--- config.mk ---
export PLATFORM = sky130hd
export DESIGN_NAME = integer_to_text_radix
export DESIGN_NICKNAME = d
export VERILOG_FILES = /design/src/itr_pkg.sv /design/src/itr_div.sv /design/src/integer_to_text_radix.sv
export SDC_FILE = /design/constraint.sdc
export NUM_CORES = 1
export LEC_CHECK = 0
export BUFFER_PORTS_ARGS = -buffer_cell sky130_fd_sc_hd__buf_2
export CORE_MARGIN = 2
export CORE_UTILIZATION = 35
export CTS_BUF_LIST = sky130_fd_sc_hd__clkbuf_8 sky130_fd_sc_hd__clkbuf_16
export CTS_CLUSTER_DIAMETER = 120
export DETAILED_ROUTE_END_ITERATION = 6
export MAX_ROUTING_LAYER = met4
export PLACE_DENSITY = 0.58
export SETUP_SLACK_MARGIN = 0.3
export SYNTH_ARGS = -nofsm -noshare
export SYNTH_HDL_FRONTEND = slang
export SYNTH_SLANG_ARGS = --single-unit
--- constraint.sdc ---
create_clock -name i_clk -period 7 [get_ports i_clk]
set_input_delay 1.4 -clock i_clk [delete_from_list [all_inputs] [get_ports i_clk]]
set_output_delay 1.4 -clock i_clk [all_outputs]
set_load 0.005 [all_outputs]
--- src/itr_pkg.sv ---
package itr_pkg;

    // Radix register limits
    localparam int unsigned RADIX_W     = 6;
    localparam logic [5:0]  RADIX_MIN   = 6'd2;
    localparam logic [5:0]  RADIX_MAX   = 6'd36;
    localparam logic [5:0]  RADIX_RESET = 6'd10;

    // Digit store geometry
    localparam int unsigned STORE_DEPTH = 64;
    localparam int unsigned STORE_AW    = 6;
    localparam int unsigned COUNT_W     = 7;

    // Character codes
    localparam logic [6:0]  CHAR_ZERO   = 7'd48;
    localparam logic [6:0]  CHAR_LOWER_A = 7'd97;
    localparam logic [5:0]  DIGIT_NINE  = 6'd9;
    localparam logic [5:0]  DIGIT_TEN   = 6'd10;

    // Conversion sequencer states
    typedef enum logic [1:0] {
        ST_IDLE,
        ST_DIV,
        ST_EMIT
    } t_state;

    // Divider status towards the sequencer
    typedef struct packed {
        logic       done;
        logic       nonzero;
        logic [5:0] rem;
    } t_div_status;

    // Map a digit value to its ASCII code
    function automatic logic [6:0] digit_to_char(input logic [5:0] d);
        logic [6:0] c;
        if (d > DIGIT_NINE) begin
            c = {1'b0, d - DIGIT_TEN} + CHAR_LOWER_A;
        end else begin
            c = {1'b0, d} + CHAR_ZERO;
        end
        return c;
    endfunction

    // Clamp a radix write into the legal range
    function automatic logic [5:0] clamp_radix(input logic [5:0] r);
        logic [5:0] c;
        if (r < RADIX_MIN) begin
            c = RADIX_MIN;
        end else if (r > RADIX_MAX) begin
            c = RADIX_MAX;
        end else begin
            c = r;
        end
        return c;
    endfunction

endpackage

--- src/itr_div.sv ---
module itr_div import itr_pkg::*; #(
    parameter int unsigned VALUE_WIDTH = 64
) (
    input  logic                   i_clk,
    input  logic                   i_rst_n,
    input  logic                   i_start,
    input  logic [VALUE_WIDTH-1:0] i_dividend,
    input  logic [5:0]             i_radix,
    output logic [VALUE_WIDTH-1:0] o_quotient,
    output t_div_status            o_status
);

    localparam int unsigned CW = $clog2(VALUE_WIDTH);

    logic                   r_busy;
    logic                   r_done;
    logic [CW-1:0]          r_cnt;
    logic [VALUE_WIDTH-1:0] r_quo;
    logic [5:0]             r_rem;
    logic                   r_nz;

    logic [6:0]             trial;
    logic [6:0]             diff;
    logic                   ge;
    logic [5:0]             n_rem;

    // Restoring step: bring down one dividend bit, subtract the radix if it fits
    always_comb begin
        trial = {r_rem, r_quo[VALUE_WIDTH-1]};
        diff  = trial - {1'b0, i_radix};
        ge    = (trial >= {1'b0, i_radix});
        n_rem = ge ? diff[5:0] : trial[5:0];
    end

    // Control: load, count bits, flag completion
    always_ff @(posedge i_clk) begin
        if (!i_rst_n) begin
            r_busy <= 1'b0;
            r_done <= 1'b0;
            r_cnt  <= '0;
            r_nz   <= 1'b0;
        end else if (i_start) begin
            r_busy <= 1'b1;
            r_done <= 1'b0;
            r_cnt  <= CW'(VALUE_WIDTH - 1);
            r_nz   <= 1'b0;
        end else if (r_busy) begin
            r_nz  <= r_nz | ge;
            r_cnt <= r_cnt - 1'b1;
            if (r_cnt == '0) begin
                r_busy <= 1'b0;
                r_done <= 1'b1;
            end
        end else begin
            r_done <= 1'b0;
        end
    end

    // Datapath: shift quotient bits in as the dividend shifts out
    always_ff @(posedge i_clk) begin
        if (i_start) begin
            r_quo <= i_dividend;
            r_rem <= '0;
        end else if (r_busy) begin
            r_quo <= {r_quo[VALUE_WIDTH-2:0], ge};
            r_rem <= n_rem;
        end
    end

    assign o_quotient       = r_quo;
    assign o_status.done    = r_done;
    assign o_status.nonzero = r_nz;
    assign o_status.rem     = r_rem;

`ifndef NO_ASSERTIONS
    // Remainder stays below the radix once a pass is finished
    a_rem_range: assert property (@(posedge i_clk) disable iff (!i_rst_n)
        r_done |-> ({1'b0, r_rem} < {1'b0, i_radix}))
        else $error("divider remainder not below radix");

    // Done never overlaps an active pass
    a_done_idle: assert property (@(posedge i_clk) disable iff (!i_rst_n)
        r_done |-> !r_busy)
        else $error("divider done while busy");

    // A finishing pass raises done on the next cycle
    a_done_follows: assert property (@(posedge i_clk) disable iff (!i_rst_n)
        (r_busy && r_cnt == '0 && !i_start) |=> r_done)
        else $error("divider pass ended without done");
`endif

endmodule

--- src/integer_to_text_radix.sv ---
// Integer to text converter, radix 2 to 36.
// Command channel: present value and signed_mode with start high; the item
// is taken at a clock edge where start is high and busy is low. busy stays
// high until the final digit has been shown.
// Result channel: one digit per cycle on o_char_code, o_negative and o_last,
// marked by o_valid for exactly one cycle, most significant digit first.
// o_last marks the least significant digit. The receiver cannot stall, so
// every digit must be taken in the cycle it is shown.
// Configuration: i_cfg_we writes i_cfg_wdata into the radix register,
// clamped to 2..36; write it only while busy is low.
// Sequence: each digit costs one pass of the bit-serial divider, then the
// digits are read back from the digit store at one per cycle.
// Reset: synchronous, active low; radix returns to 10, busy drops and no
// result is shown. The digit store needs no clearing.
module integer_to_text_radix import itr_pkg::*; #(
    parameter int unsigned VALUE_WIDTH = 64
) (
    input  logic        i_clk,
    input  logic        i_rst_n,
    input  logic        start,
    output logic        busy,
    input  logic [63:0] i_value,
    input  logic        i_signed_mode,
    input  logic        i_cfg_we,
    input  logic [5:0]  i_cfg_wdata,
    output logic        o_valid,
    output logic [6:0]  o_char_code,
    output logic        o_negative,
    output logic        o_last
);

    t_state                 r_state;
    t_state                 n_state;
    logic [5:0]             r_radix;
    logic [COUNT_W-1:0]     r_count;
    logic [STORE_AW-1:0]    r_ptr;
    logic                   r_sign;
    logic                   r_rd_vld;
    logic                   r_rd_last;
    logic [5:0]             r_rd_data;
    logic [5:0]             mem [STORE_DEPTH];

    logic                   accept;
    logic [VALUE_WIDTH-1:0] in_val;
    logic                   in_neg;
    logic [VALUE_WIDTH-1:0] in_mag;
    logic                   div_start;
    logic [VALUE_WIDTH-1:0] div_dividend;
    logic [VALUE_WIDTH-1:0] div_quo;
    t_div_status            div_st;
    logic                   more_digits;
    logic                   st_write;
    logic                   st_read;

    // Take the magnitude of the incoming value
    always_comb begin
        in_val = i_value[VALUE_WIDTH-1:0];
        in_neg = i_signed_mode & in_val[VALUE_WIDTH-1];
        in_mag = in_neg ? (~in_val + 1'b1) : in_val;
    end

    assign accept      = start & ~busy;
    assign more_digits = div_st.nonzero && (r_count[STORE_AW-1:0] != STORE_AW'(STORE_DEPTH - 1));

    // Next state
    always_comb begin
        n_state = r_state;
        case (r_state)
            ST_IDLE: begin
                if (accept) n_state = ST_DIV;
            end
            ST_DIV: begin
                if (div_st.done && !more_digits) n_state = ST_EMIT;
            end
            ST_EMIT: begin
                if (r_ptr == '0) n_state = ST_IDLE;
            end
            default: n_state = ST_IDLE;
        endcase
    end

    // Sequencer outputs
    always_comb begin
        div_start    = 1'b0;
        div_dividend = in_mag;
        st_write     = 1'b0;
        st_read      = 1'b0;
        case (r_state)
            ST_IDLE: begin
                div_start = accept;
            end
            ST_DIV: begin
                st_write     = div_st.done;
                div_start    = div_st.done && more_digits;
                div_dividend = div_quo;
            end
            ST_EMIT: begin
                st_read = 1'b1;
            end
            default: begin
                div_start = 1'b0;
            end
        endcase
    end

    itr_div #(
        .VALUE_WIDTH(VALUE_WIDTH)
    ) u_div (
        .i_clk      (i_clk),
        .i_rst_n    (i_rst_n),
        .i_start    (div_start),
        .i_dividend (div_dividend),
        .i_radix    (r_radix),
        .o_quotient (div_quo),
        .o_status   (div_st)
    );

    // State, radix and counters
    always_ff @(posedge i_clk) begin
        if (!i_rst_n) begin
            r_state   <= ST_IDLE;
            r_radix   <= RADIX_RESET;
            r_count   <= '0;
            r_ptr     <= '0;
            r_sign    <= 1'b0;
            r_rd_vld  <= 1'b0;
            r_rd_last <= 1'b0;
        end else begin
            r_state  <= n_state;
            r_rd_vld <= st_read;
            if (i_cfg_we) r_radix <= clamp_radix(i_cfg_wdata);
            if (accept) begin
                r_count <= '0;
                r_sign  <= in_neg;
            end
            if (st_write) begin
                r_count <= r_count + 1'b1;
                r_ptr   <= r_count[STORE_AW-1:0];
            end
            if (st_read) begin
                r_ptr     <= r_ptr - 1'b1;
                r_rd_last <= (r_ptr == '0);
            end
        end
    end

    // Digit store: write remainders in order, read back from the top
    always_ff @(posedge i_clk) begin
        if (st_write) mem[r_count[STORE_AW-1:0]] <= div_st.rem;
        if (st_read) r_rd_data <= mem[r_ptr];
    end

    assign busy        = (r_state != ST_IDLE) | r_rd_vld;
    assign o_valid     = r_rd_vld;
    assign o_char_code = digit_to_char(r_rd_data);
    assign o_negative  = r_sign;
    assign o_last      = r_rd_vld & r_rd_last;

`ifndef NO_ASSERTIONS
    // A digit transfer only happens inside a busy run
    a_valid_busy: assert property (@(posedge i_clk) disable iff (!i_rst_n)
        o_valid |-> busy)
        else $error("digit shown while not busy");

    // An accepted item raises busy through the registered state
    a_accept_busy: assert property (@(posedge i_clk) disable iff (!i_rst_n)
        accept |=> busy)
        else $error("busy not raised after accept");

    // Radix stays within its legal range
    a_radix_range: assert property (@(posedge i_clk) disable iff (!i_rst_n)
        (r_radix >= RADIX_MIN) && (r_radix <= RADIX_MAX))
        else $error("radix out of range");

    // Divider completes only while digits are being produced
    a_done_in_div: assert property (@(posedge i_clk) disable iff (!i_rst_n)
        div_st.done |-> (r_state == ST_DIV))
        else $error("divider done outside digit generation");

    // The last digit ends the run
    a_last_ends: assert property (@(posedge i_clk) disable iff (!i_rst_n)
        o_last |=> !o_valid)
        else $error("digit shown after last");
`endif

endmodule

* Word-level counts from Yosys, hierarchy flattened
Memories as Yosys holds them, arrays and structs flattened. A register that Yosys moved wholly into a read port is not among the register bits. Index checks and enable logic that the tools add are counted.
Operators by class: add/subtract/negate cells 8, multipliers 0, div/mod/pow operators 0, order comparisons 4, eq/ne operators 7, shifts and indexed selects 0, mux-type cells 26, bitwise gates (word level) 9, reduce and logical (&&, ||, !) cells 15
Operator list (count):
- 2-to-1 mux 64 bit | 4
- adder 64 x 1 -> 64 bit, second input constant | 1
- NOT 64 bit | 1
- 2-to-1 mux 6 bit | 7
- 2-to-1 mux 7 bit | 3
- logical NOT 6 bit | 2
- subtractor 6 x 1 -> 6 bit, second input constant | 2
- inequality test 2 bit, second input constant | 4
- nonzero test 2 bit | 4
- adder 6 x 6 -> 7 bit, second input constant | 1
- adder 6 x 7 -> 7 bit, second input constant | 1
- adder 7 x 1 -> 7 bit, second input constant | 1
- greater-or-equal comparator 7 x 6 -> 1 bit | 1
- 2-to-1 mux 1 bit | 7
- greater-than comparator 6 x 4 -> 1 bit, second input constant | 1
- greater-than comparator 6 bit, second input constant | 1
- less-than comparator 6 x 2 -> 1 bit, second input constant | 1
- 2-to-1 mux 2 bit | 3
- inequality test 6 bit, second input constant | 1
- case mux 2 bit (3 select lines) | 1
- subtractor 6 x 4 -> 6 bit, second input constant | 1
- subtractor 6 bit | 1
- AND 1 bit | 3
- logical AND 1 bit | 3
- 11 further kinds | 14
Storage, ports and cells: bits in registers 103, latch bits 0, bits in writable memories 384, ROM bits 0, input port bits 75, output and inout bits 11, memories 1
Memory list:
- mem | depth 64, width 6, rd ports 1, clocked after memory_dff 1, wr ports 1, RTL line integer_to_text_radix.sv:41 | logic [5:0] mem [STORE_DEPTH];

* Logic depth before layout (Yosys ltp)
Gate-level depths: netlist of run 1.
depth in word-level cells 7, depth in mapped cells 10, mapped depth without buffers 9

* By module
Synthesis of run 1 repeated with hierarchy kept, for this count alone.
Unflattened totals: cells, all modules 1529, area total of the unflattened synthesis 22394.0 um^2
By module, submodules not included:
- integer_to_text_radix | instances 1, cells an instance 1277, area an instance 18714.2 um^2, sequential area each 12171.7 um^2
- itr_div | instances 1, cells an instance 252, area an instance 3679.8 um^2, sequential area each 2222.1 um^2

* Worst setup path after synthesis of run 1
No wires, ideal clock.
path type input port to flip-flop, start input port start, end register u_div.r_quo[0] (netlist: u_div.o_quotient[0]), enable pin, setup time 424 ps, arrival 3481 ps, path slack 3095 ps, cell stages on the path 6, path buffers 2, cell sequence nand2_2 > o21a_1 > buf_2 > buf_2 > nand2_1 > nand2_1
On the way: longest elaborated chain between the ends 4, elaborated cells on any way between the ends 5, those cells by class eq/ne: 1; mux: 1; bitwise: 1; reduce/logical: 2
Ends and longest elaborated chain:
- start: declaration | RTL line integer_to_text_radix.sv:20 | input logic start,
- AND 1 bit * | RTL line integer_to_text_radix.sv:62 | assign accept = start & ~busy;
- case mux 1 bit (2 select lines) * | RTL line integer_to_text_radix.sv:88 | case (r_state)
- inequality test 2 bit (no source line) / nonzero test 2 bit (equally long branches)
- AND reduction 2 bit (no source line) *
- end signal: assignment | RTL line itr_div.sv:62 | r_quo <= i_dividend;
- end signal: assignment | RTL line itr_div.sv:65 | r_quo <= {r_quo[VALUE_WIDTH-2:0], ge};
- end: declaration | RTL line itr_div.sv:18 | logic [VALUE_WIDTH-1:0] r_quo;
Every way passes the cells marked *; elsewhere a longest branch is shown, timed or not. A chain may end at the register's enable or synchronous reset.

* Final worst setup path of run 1
start register r_count[3], end register u_div.r_quo[45] (netlist: u_div.o_quotient[45]), enable pin
On the way: longest elaborated chain between the ends 6, elaborated cells on any way between the ends 7, those cells by class eq/ne: 2; mux: 1; reduce/logical: 4
Ends and longest elaborated chain:
- start: declaration | RTL line integer_to_text_radix.sv:35 | logic [COUNT_W-1:0] r_count;
- start signal: assignment | RTL line integer_to_text_radix.sv:137 | r_count <= r_count + 1'b1;
- inequality test 6 bit * | RTL line integer_to_text_radix.sv:63 | assign more_digits = div_st.nonzero && (r_count[STORE_AW-1:0] != STORE_AW'(STORE_DEPTH - 1));
- logical AND 1 bit * | RTL line integer_to_text_radix.sv:63
- logical AND 1 bit * | RTL line integer_to_text_radix.sv:94 | div_start = div_st.done && more_digits;
- case mux 1 bit (2 select lines) * | RTL line integer_to_text_radix.sv:88
- inequality test 2 bit (no source line) / nonzero test 2 bit (equally long branches)
- AND reduction 2 bit (no source line) *
Marked as above.

==> summary.txt, run 1 <==
Status: complete, no violations
Vias: 12400
Core area: 60600 um2
Longest Clk Path Bufs: 3
Syn avg cell area: 15.3 um2
Multiplexer share of the synthesized area: 0.121
EDFF count, synth: 454
Post-Synth Adder-Cell Area: 0.0102
P_leak: 7.77 nW
Worst Hold Class: flop to flop
Final Setup Violations: 0
Setup Crit Path Kind: flop to flop
Mapped Cells: 1411
Total GRT Usage: 0.159
Hold Violations, Final: 0
Asr flop ratio synth: 0
Die X: 252 um
Placed inst area: 22700 um2
Hpwl dp: 30700 um
Setup_tns: 0 ns
Startpoint Class: flop
Clock Latency Late Sink: 0.59 ns
Initial antenna violation count: 1
Cell Rows: 90
Initial drt markers: 1059
Buffers added on ports: 85
Critical Path End: u_div.o_quotient[45]$_DFFE_PP_
Mapped Area: 21600 um2
Simple-Gate Fraction of Synth Area: 0.0828
Die height: 252 um
Drt pass-1 iters: 5
Layout Area Growth over Synthesis: 13.0%
Count leader, synth: edfxtp_1
PD cells: 271 nW/um2
Routed WL: 48800 um
Max-slew violations: 0
Seq/Total Area, Yosys: 0.668
# IOs: 86
Fraction of layout cells with a size suffix above 1: 0.200
Wirelength per Cell: 21.2 um
CP required: 7.22 ns
Max Fclk: 244 MHz
Crit. End Element: flop
Critical-path maximum fanout: 110
Max Cap Viol: 0
Synth unique cells: 68
Post-synthesis xor/xnor area fraction: 0.0321
Worst R2R Setup Slack: 2.89 ns
Synthesized flop and latch total: 492
Nets: 1575
Final Util: 0.402
Grt ovf: 0
Worst VDD drop: 0.000182 V
Hold_ws: 0.452 ns
H-tree Lvls: 2
Worst reg-to-reg path cell count: 6
Initial Util: 0.356
Part of the cycle the worst path needs: 0.587
Vias in the first global route: 12393
Root buffer cell: clkbuf_16
Antenna viol nets, final: 0
Synth Area in Compound Gates: 0.0649
Worst-Margin Slew: 1.25 ns
Setup ws final: 2.89 ns
Gp weighted congestion: 0.833
YS warnings: 0
Final instance area: 24400 um2
Total die area: 63600 um2
Pre-CTS WS: 2.61 ns
Remaining DRCs: 0
Mapped Nets: 1503
Synth top area cells: edfxtp_1 (63%), mux4_2 (11%), dfxtp_1 (3.5%)
CTS tree: done
Largest net degree at the start of global routing: 111
Normalized max-slew margin: 0.168
TritonCTS Sinks: 492
# hold bufs at CTS: 0
Fin crit period: 4.11 ns
Post-cts sizing count: 0
RR Startpoint: r_count[3]$_SDFFE_PN0P_
Total CTS buffers: 51
Top post-synthesis cells by count: edfxtp_1 (454), nor2_1 (127), mux4_2 (102)
Top_reg_cell synth: edfxtp_1
Share of the synthesized area in the top cell type: 0.632
Detail-routed via count per cell: 5.38
Main combinational cell family by area after synthesis: multiplexers
Worst setup path startpoint: r_count[3]$_SDFFE_PN0P_
Post-CTS Setup Bufs: 0
RR Endpoint: u_div.o_quotient[45]$_DFFE_PP_
RSZ-0062 raised after global routing: false
Skew final: 0.0246 ns
Largest area contributor in the netlist: edfxtp_1
Wire length of the first global-routing pass: 74700 um
CP Data Arrival Time: 4.33 ns
Clk slew on worst S/H paths: 0.06 ns
worst min path at each step:
stage	end	startpoint	slack (ns)	cells past startpoint
floorplan	u_div.r_nz$_SDFFE_PP0P_	u_div.r_nz$_SDFFE_PP0P_	0.42	2
global placement	u_div.r_nz$_SDFFE_PP0P_	u_div.r_nz$_SDFFE_PP0P_	0.44	2
global route	u_div.r_nz$_SDFFE_PP0P_	u_div.r_nz$_SDFFE_PP0P_	0.47	2
detailed placement	u_div.r_nz$_SDFFE_PP0P_	u_div.r_nz$_SDFFE_PP0P_	0.44	2
finish	u_div.r_nz$_SDFFE_PP0P_	u_div.r_nz$_SDFFE_PP0P_	0.45	2
CTS	u_div.r_nz$_SDFFE_PP0P_	u_div.r_nz$_SDFFE_PP0P_	0.45	2
sequential cells by signal, indices dropped and copies added, names as in the netlist:
| name | cells |
|---|---|
| r_ptr | 6 |
| r_rd_last | 1 |
| r_count | 6 |
| r_state | 2 |
| o_valid | 1 |
| u_div.r_busy | 1 |
| u_div.o_quotient | 64 |
| mem | 384 |
| r_rd_data | 6 |
| o_negative | 1 |
| u_div.r_rem | 6 |
| u_div.r_cnt | 6 |
| u_div.r_done | 1 |
| r_radix | 6 |
| u_div.r_nz | 1 |
layer usage:
metal  up-vias  routed length, um  GRT usage
met4         0               1280     0.0546
met3        80               2790     0.0240
met2       375              22900      0.248
li1       5649                  -          -
met1      6296              21800      0.214
met5         -                  0          -
cell families (layout without fill, tap and decap cells):
group                      Yosys count  count (layout)
AOI/OAI and AO/OA                  227             227
xor gates and xnor gates            79              79
adders and majority gates           17              17
buffers and inverters              106             217
DFF                                492             492
muxes                              133             133
other                                0               1
and+or+nand+nor                    357             357
through the flow:
step                instances  power, mW
floorplan                1411       3.84
global placement         2212       4.03
global route             2305       6.85
finish                   2305       6.61
CTS                      2304       6.67
detailed placement       2212       4.04
report_power, final:
group / internal, mW / switching, mW / total (mW) / leakage (nW)
sequential: 3.45 / 0.0525 / 3.50 / 4.53
clock: 1.52 / 1.11 / 2.63 / 0.852
combinational: 0.139 / 0.342 / 0.481 / 2.39
placed cells by master (no fill, tap or decap), types with 22 or more instances in the layout:
cell / synthesis / layout
mux2i_1: 29 / 29
nand2_1: 89 / 88
xnor2_1: 48 / 48
a21oi_1: 51 / 51
buf_2: 20 / 85
o21ai_0: 82 / 82
xor2_1: 31 / 31
edfxtp_1: 454 / 454
nor2_1: 127 / 127
inv_1: 27 / 42
mux4_2: 102 / 102
clkbuf_16: 0 / 51
nand3_1: 22 / 22
dfxtp_1: 38 / 29
area by class of cell:
type | instances | area, um2
sequential | 492 | 14400
antenna | 1 | 2.50
multi-input combinational | 813 | 6720
timing repair buffer | 97 | 515
tap | 782 | 978
fill | 5555 | 36200
clock buffer | 56 | 1350
clock inverter | 36 | 285
inverter | 28 | 105
critical path, cell delays in order (launching register included):
cell,delay (ns)
dfxtp_1,0.51
nand3_1,0.35
o21ai_0,0.58
o21a_4,0.87
nand2_1,0.24
nand2_2,0.63
buf_4,0.52
No activity file was read; power rests on OpenSTA's default activity.
==> run 2, diff against run 1 <==
--- a/config.mk
+++ b/config.mk
@@ -5,6 +5,7 @@
 export SDC_FILE = /design/constraint.sdc
 export NUM_CORES = 1
 export LEC_CHECK = 0
+export ABC_AREA = 1
 export BUFFER_PORTS_ARGS = -buffer_cell sky130_fd_sc_hd__buf_2
 export CORE_MARGIN = 2
 export CORE_UTILIZATION = 35
==> constraint.sdc (replaced) <==
create_clock -name i_clk -period 3.9 [get_ports i_clk]
set_input_delay 0.78 -clock i_clk [delete_from_list [all_inputs] [get_ports i_clk]]
set_output_delay 0.78 -clock i_clk [all_outputs]
set_load 0.005 [all_outputs]
==> run 2 against run 1 <==
- flip-flop and latch count unchanged
- wire length up 32%
- the run now ends with design-rule violations left
- clock skew up 0.011 ns
- power up 95%
- highest routed layer unchanged
- via count up 39%
- area after synthesis up 6.2%
- critical path depth up 2
- non-clock buffer count up 20
- sequential power up 82%
==> summary.txt, run 2 <==
Detail-routed via count per cell: 5.16 (-4.1%)
Final Setup Violations: 0 (unchanged)
Synth unique cells: 43 (-37%)
Wire length of the first global-routing pass: 98100 um (+31%)
Final instance area: 26000 um2 (+6.7%)
Initial drt markers: 1733 (+64%)
# hold bufs at CTS: 0 (unchanged)
Status: complete, but fails checks
Synth top area cells: edfxtp_1 (60%), nand2_1 (11%), nand3_1 (6.4%)
Die X: 260 um (+3.0%)
Hold Violations, Final: 0 (unchanged)
Share of the synthesized area in the top cell type: 0.595 (-0.0372)
CP required: 3.12 ns (-4.10 ns)
Initial antenna violation count: 0 (-1)
Total die area: 67500 um2 (+6.1%)
Die height: 260 um (+3.0%)
Drt pass-1 iters: 7 (+2)
Fraction of layout cells with a size suffix above 1: 0.0950 (-0.105)
Mapped Cells: 2380 (+69%)
Setup_tns: 0 ns (unchanged)
Top post-synthesis cells by count: nand2_1 (690), edfxtp_1 (454), nor2_1 (342)
Clock Latency Late Sink: 0.62 ns (+0.03 ns)
H-tree Lvls: 2 (unchanged)
Placed inst area: 24200 um2 (+6.4%)
Critical-path maximum fanout: 4 (-96%)
Worst reg-to-reg path cell count: 10 (+4)
Vias: 17219 (+39%)
CTS tree: done
Seq/Total Area, Yosys: 0.628 (-0.0392)
Most common cell after layout, fill and taps aside: nand2_1
Worst-Margin Slew: 1.26 ns (+0.0111 ns)
Max Fclk: 315 MHz
Most frequent cells in the layout: nand2_1 (690), edfxtp_1 (454), nor2_1 (342)
Max Cap Viol: 0 (unchanged)
Hpwl dp: 40600 um (+32%)
Largest net degree at the start of global routing: 152 (+37%)
Nets: 2533 (+61%)
Part of the cycle the worst path needs: 0.815
Root buffer cell: clkbuf_16
Total CTS buffers: 53 (+3.9%)
Failing checks: design-rule violations
TritonCTS Sinks: 492 (unchanged)
Cell Rows: 93 (+3.3%)
Normalized max-slew margin: 0.157 (-0.0105)
Mapped Nets: 2472 (+64%)
Top_reg_cell synth: edfxtp_1
Skew final: 0.0356 ns (+0.0110 ns)
Layout Area Growth over Synthesis: 13.5%
RR Endpoint: r_rd_data[2]$_DFFE_PP_
PD cells: 497 nW/um2 (+83%)
Largest area contributor in the netlist: edfxtp_1
Vias in the first global route: 16681 (+35%)
Gp weighted congestion: 0.918 (+10%)
RSZ-0062 raised after global routing: false
Post-cts sizing count: 0 (unchanged)
RR Startpoint: r_ptr[0]$_SDFFE_PN0P_
Setup Crit Path Kind: flop to primary output
Remaining DRCs: 1 (+1)
Initial Util: 0.355 (-0.00118)
Diode count: 0 (-1)
Wirelength per Cell: 19.2 um (-9.0%)
Worst Hold Class: primary input to flop
Hold Path Sink: r_radix[3]$_SDFFE_PN1P_
Startpoint Class: flop
Worst R2R Setup Slack: 1.12 ns (-1.77 ns)
Syn avg cell area: 9.62 um2 (-37%)
P_leak: 9.71 nW (+25%)
YS warnings: 0 (unchanged)
Total GRT Usage: 0.195 (+0.0356)
Synthesized flop and latch total: 492 (unchanged)
Clk slew on worst S/H paths: 0.06 ns (about the same)
EDFF count, synth: 454 (unchanged)
Mapped Area: 22900 um2 (+6.2%)
Buffers added on ports: 85 (unchanged)
# IOs: 86 (unchanged)
Crit. End Element: primary output
Max-slew violations: 0 (unchanged)
Routed WL: 64200 um (+32%)
Max reg flops: 384 (unchanged)
Count leader, synth: nand2_1
Post-CTS Setup Bufs: 0 (unchanged)
Grt ovf: 0 (unchanged)
Antenna viol nets, final: 0 (unchanged)
Longest Clk Path Bufs: 3 (unchanged)
Worst setup path startpoint: r_rd_data[1]$_DFFE_PP_
Core area: 64600 um2 (+6.6%)
Power Total: 12.9 mW (+95%)
Hold depth: 3 (+1)
Hold_sp: i_cfg_wdata[3]
Fin crit period: 3.18 ns
CP Data Arrival Time: 2.40 ns (-1.93 ns)
Worst VDD drop: 0.000318 V (+75%)
Asr flop ratio synth: 0 (unchanged)
-- run 2: worst max-delay path: stages, from the launching register on --
cell      delay (ns)
edfxtp_1        0.45
inv_1           0.14
ha_1            0.23
or2_2           0.31
nand2_1         0.08
xor2_1          0.21
xor2_1          0.17
mux2i_1         0.08
buf_2           0.12
-- run 2: worst max path at each step --
stage          depth (start not counted)  slack, ns                              to
3_5_place_dp                           9       0.97  u_div.o_quotient[62]$_DFFE_PP_
4_1_cts                                8       0.66                  o_char_code[5]
5_1_grt                                8       0.54                  o_char_code[5]
6_report                               8       0.72                  o_char_code[5]
3_3_place_gp                           9       1.02  u_div.o_quotient[62]$_DFFE_PP_
2_1_floorplan                          4       0.53   u_div.o_quotient[0]$_DFFE_PP_
-- run 2: cells by family after synthesis --
logic type / share of synthesized area
flip-flops: 0.628
buffers and inverters: 0.0407
adder cells (fa/ha/maj): 0.00961
multiplexers: 0.000437
XOR/XNOR: 0.0119
AND/OR/NAND/NOR: 0.251
AO/OA/AOI/OAI: 0.0581
-- run 2: area by class of cell --
class	count	area [um2]
Inverter	100	378
Multi-Input combinational cell	1677	7590
Clock inverter	44	473
Clock buffer	54	1340
Timing Repair Buffer	117	728
Fill cell	6325	38600
Tap cell	855	1070
Sequential cell	492	14400
-- run 2: through the flow --
step           instances  hold slack [ns]  worst slack (ns)   util
5_1_grt             3339            0.440             0.536  0.402
3_5_place_dp        3241            0.457             0.966  0.374
4_1_cts             3339            0.421             0.663  0.402
3_3_place_gp        3241            0.450              1.02  0.374
6_report            3339            0.448             0.723  0.402
2_1_floorplan       2380            0.440             0.531      -
-- run 2: layer usage --
layer | GRT usage | share of wire | routed length [um] | vias to the layer above
li1 | - | - | - | 8260
met1 | 0.246 | 0.42 | 27000 | 8274
met4 | 0.0655 | 0.031 | 1960 | 0
met3 | 0.0277 | 0.059 | 3780 | 116
met5 | - | 0 | 0 | -
met2 | 0.322 | 0.49 | 31500 | 569
-- run 2: power by group --
part           switching (mW)  total, mW  internal (mW)
registers              0.0593       6.38           6.32
logic                    1.03       1.32          0.295
clock network            2.16       5.21           3.04
total                    3.25       12.9           9.65
==> run 3, diff against run 2 <==
--- a/config.mk
+++ b/config.mk
@@ -5,7 +5,7 @@
 export SDC_FILE = /design/constraint.sdc
 export NUM_CORES = 1
 export LEC_CHECK = 0
-export ABC_AREA = 1
+export ABC_AREA = 0
 export BUFFER_PORTS_ARGS = -buffer_cell sky130_fd_sc_hd__buf_2
 export CORE_MARGIN = 2
 export CORE_UTILIZATION = 35
@@ -13,7 +13,7 @@
 export CTS_CLUSTER_DIAMETER = 120
 export DETAILED_ROUTE_END_ITERATION = 6
 export MAX_ROUTING_LAYER = met4
-export PLACE_DENSITY = 0.58
+export PLACE_DENSITY = 0.6
 export SETUP_SLACK_MARGIN = 0.3
 export SYNTH_ARGS = -nofsm -noshare
 export SYNTH_HDL_FRONTEND = slang
==> constraint.sdc (replaced) <==
create_clock -name i_clk -period 2.86 [get_ports i_clk]
set_input_delay 0.572 -clock i_clk [delete_from_list [all_inputs] [get_ports i_clk]]
set_output_delay 0.572 -clock i_clk [all_outputs]
set_load 0.005 [all_outputs]
==> run 3 against run 2 <==
- the run now ends clean
- die area is 5.8% lower
- critical path depth stayed put
- sequential power is 34% higher
- register-to-register slack worse by 0.79 ns
- combinational power is 6% lower
- cell count is 28% lower
- largest cell class unchanged
- largest power group unchanged
==> summary.txt, run 3 (synthesis gave the netlist of run 1 again) <==
M3 GR Usage: 0.0234 (-0.00430)
CP top delay family: flip-flops
Max reg flops: 384 (unchanged)
Wirelength per Cell: 20.5 um (+6.7%)
Worst Hold Class: primary input to flop
# hold bufs at CTS: 0 (unchanged)
Longest Clk Path Bufs: 3 (unchanged)
# IOs: 86 (unchanged)
Most frequent cells in the layout: edfxtp_1 (454), nor2_1 (127), mux4_2 (102)
Total GRT Usage: 0.160 (-0.0346)
Startpoint Class: flop
Critical Path End: o_char_code[4]
Critical-path maximum fanout: 4 (unchanged)
Vias in the first global route: 12594 (-25%)
Status: complete, no violations
M2 GR Usage: 0.254 (-0.0681)
TritonCTS Sinks: 492 (unchanged)
Power share of the combinational group: 0.072 (-0.031)
RR Endpoint: r_rd_data[3]$_DFFE_PP_
Drt pass-1 iters: 5 (-2)
Setup ws final: 0.198 ns (-0.525 ns)
Total CTS buffers: 52 (-1.9%)
Crit-path cells: inv_2, buf_6, ha_4, nand3b_1, xor2_1, nand2_1, xnor2_1, buf_2
Fillers: 5431 (-14%)
Worst-Margin Slew: 0.777 ns (-0.482 ns)
Crit path buf inv count: 3 (+1)
Skew final: 0.0245 ns (-0.0111 ns)
Crit. End Element: primary output
Vias: 12715 (-26%)
Final Util: 0.424 (+0.0217)
Remaining DRCs: 0 (-1)
Detail-routed via count per cell: 5.28 (+2.3%)
P_leak: 8.46 nW (-13%)
# placed instances: 2293 (-29%)
Worst setup path startpoint: r_rd_data[1]$_DFFE_PP_
Worst R2R Setup Slack: 0.33 ns (-0.79 ns)
Part of the cycle the worst path needs: 0.931
Clock share of power: 0.434 (+0.031)
Seq pwr share: 0.495 (about the same)
Buffers added on ports: 85 (unchanged)
Largest net degree at the start of global routing: 110 (-28%)
Final Setup Violations: 0 (unchanged)
Most common cell after layout, fill and taps aside: edfxtp_1
Gp weighted congestion: 0.883 (-3.8%)
Setup_tns: 0 ns (unchanged)
H-tree Lvls: 2 (unchanged)
Diode count: 0 (unchanged)
Crit-path max cell delay: 0.43 ns (-0.02 ns)
P_sw: 3.79 mW (+16%)
Root buffer cell: clkbuf_16
Pre-CTS WS: 0.0278 ns (-0.938 ns)
PD cells: 671 nW/um2 (+35%)
Clock Latency Late Sink: 0.59 ns (-0.03 ns)
RSZ-0062 raised after global routing: true
Wire length of the first global-routing pass: 75900 um (-23%)
Layout Area Growth over Synthesis: 19.2%
Worst VDD drop: 0.000530 V (+67%)
Worst reg-to-reg path cell count: 6 (-4)
RR Startpoint: r_ptr[0]$_SDFFE_PN0P_
Initial antenna violation count: 0 (unchanged)
Switching share of power: 0.220 (-0.0324)
Hpwl dp: 32100 um (-21%)
Nets: 1681 (-34%)
Slowest stage cell on the critical path: edfxtp_1
Setup Crit Path Kind: flop to primary output
Initial drt markers: 962 (-44%)
Normalized max-slew margin: 0.482 (+0.324)
Fraction of layout cells with a size suffix above 1: 0.268 (+0.173)
Die X: 252 um (-2.9%)
Max Cap Viol: 0 (unchanged)
CP required: 2.29 ns (-0.83 ns)
GR peak layer: met2
Int Pwr: 13.5 mW (+39%)
Core area: 60600 um2 (-6.2%)
Routed WL: 49500 um (-23%)
Non-Filler Instances: 2410 (-28%)
Antenna viol nets, final: 0 (unchanged)
GR Util met1: 0.217 (-0.0283)
Die height: 252 um (-2.9%)
CTS tree: done
Max-slew violations: 0 (unchanged)
Worst path depth: 8 (unchanged)
Max Fclk: 376 MHz
Cell Rows: 90 (-3.2%)
Clk slew on worst S/H paths: 0.06 ns (about the same)
Total die area: 63600 um2 (-5.8%)
Hold Violations, Final: 0 (unchanged)
CP Data Arrival Time: 2.09 ns (-0.31 ns)
Grt ovf: 0 (unchanged)
Initial Util: 0.356 (+0.00118)
Fin crit period: 2.66 ns
[run 3: cell types whose count changed in the layout (fill, tap and decap cells not counted), sizes merged, moves of 72 or more]
cell   before  now
nand2     694   91
inv       107   35
nor2      350  127
buf       117  199
mux4        0  102
nand3     294   22
[run 3: per-stage QoR]
step	instance area (um2)	hold WS, ns	power (mW)
2_1_floorplan	21600	0.418	9.40
3_3_place_gp	23500	0.437	9.88
3_5_place_dp	23500	0.440	9.93
4_1_cts	25500	0.238	17.4
5_1_grt	25700	0.271	17.8
6_report	25700	0.269	17.2
[run 3: routing by layer]
layer  vias to the layer above  wire length, um
met1                      6382            22100
met5                         -                0
met3                        87             2780
met4                         0             1050
li1                       5863                -
met2                       383            23500
[run 3: area by class of cell]
cell class | count | area, um2 | share of cell area
Multi-Input combinational cell | 814 | 6820 | 0.265
Sequential cell | 492 | 14400 | 0.561
Timing Repair Buffer | 201 | 1480 | 0.0576
Clock buffer | 52 | 1300 | 0.0506
Inverter | 28 | 105 | 0.00409
Clock inverter | 41 | 603 | 0.0235
Tap cell | 782 | 978 | 0.0381
[run 3: power groups by stage]
stage               clock, mW  combinational, mW  sequential [mW]
detailed placement          0               1.24             8.69
finish                   7.48               1.24             8.53
floorplan                   0              0.575             8.82
CTS                      7.61               1.25             8.54
global route             7.89               1.39             8.56
global placement            0               1.20             8.68
[run 3: worst min-delay path by stage]
stage | start | endpoint | slack, ns | depth (start not counted)
finish | i_cfg_wdata[2] | r_radix[2]$_SDFFE_PN0P_ | 0.27 | 3
global route | i_cfg_wdata[2] | r_radix[2]$_SDFFE_PN0P_ | 0.27 | 3
CTS | i_cfg_wdata[2] | r_radix[2]$_SDFFE_PN0P_ | 0.24 | 3
detailed placement | u_div.r_nz$_SDFFE_PP0P_ | u_div.r_nz$_SDFFE_PP0P_ | 0.44 | 2
global placement | u_div.r_nz$_SDFFE_PP0P_ | u_div.r_nz$_SDFFE_PP0P_ | 0.44 | 2
floorplan | u_div.r_nz$_SDFFE_PP0P_ | u_div.r_nz$_SDFFE_PP0P_ | 0.42 | 2
[run 3: worst min-delay path, stage by stage]
cell	delay, ns
buf_2	0.11
inv_1	0.05
a31oi_1	0.07
[run 3: repair_timing]
action | in CTS | in global routing
setup endpoints to repair | 10 | 10
pin swaps | 6 | 1
cloned | 2 | 1
setup buffers | 7 | 14
resized for setup | 16 | 10
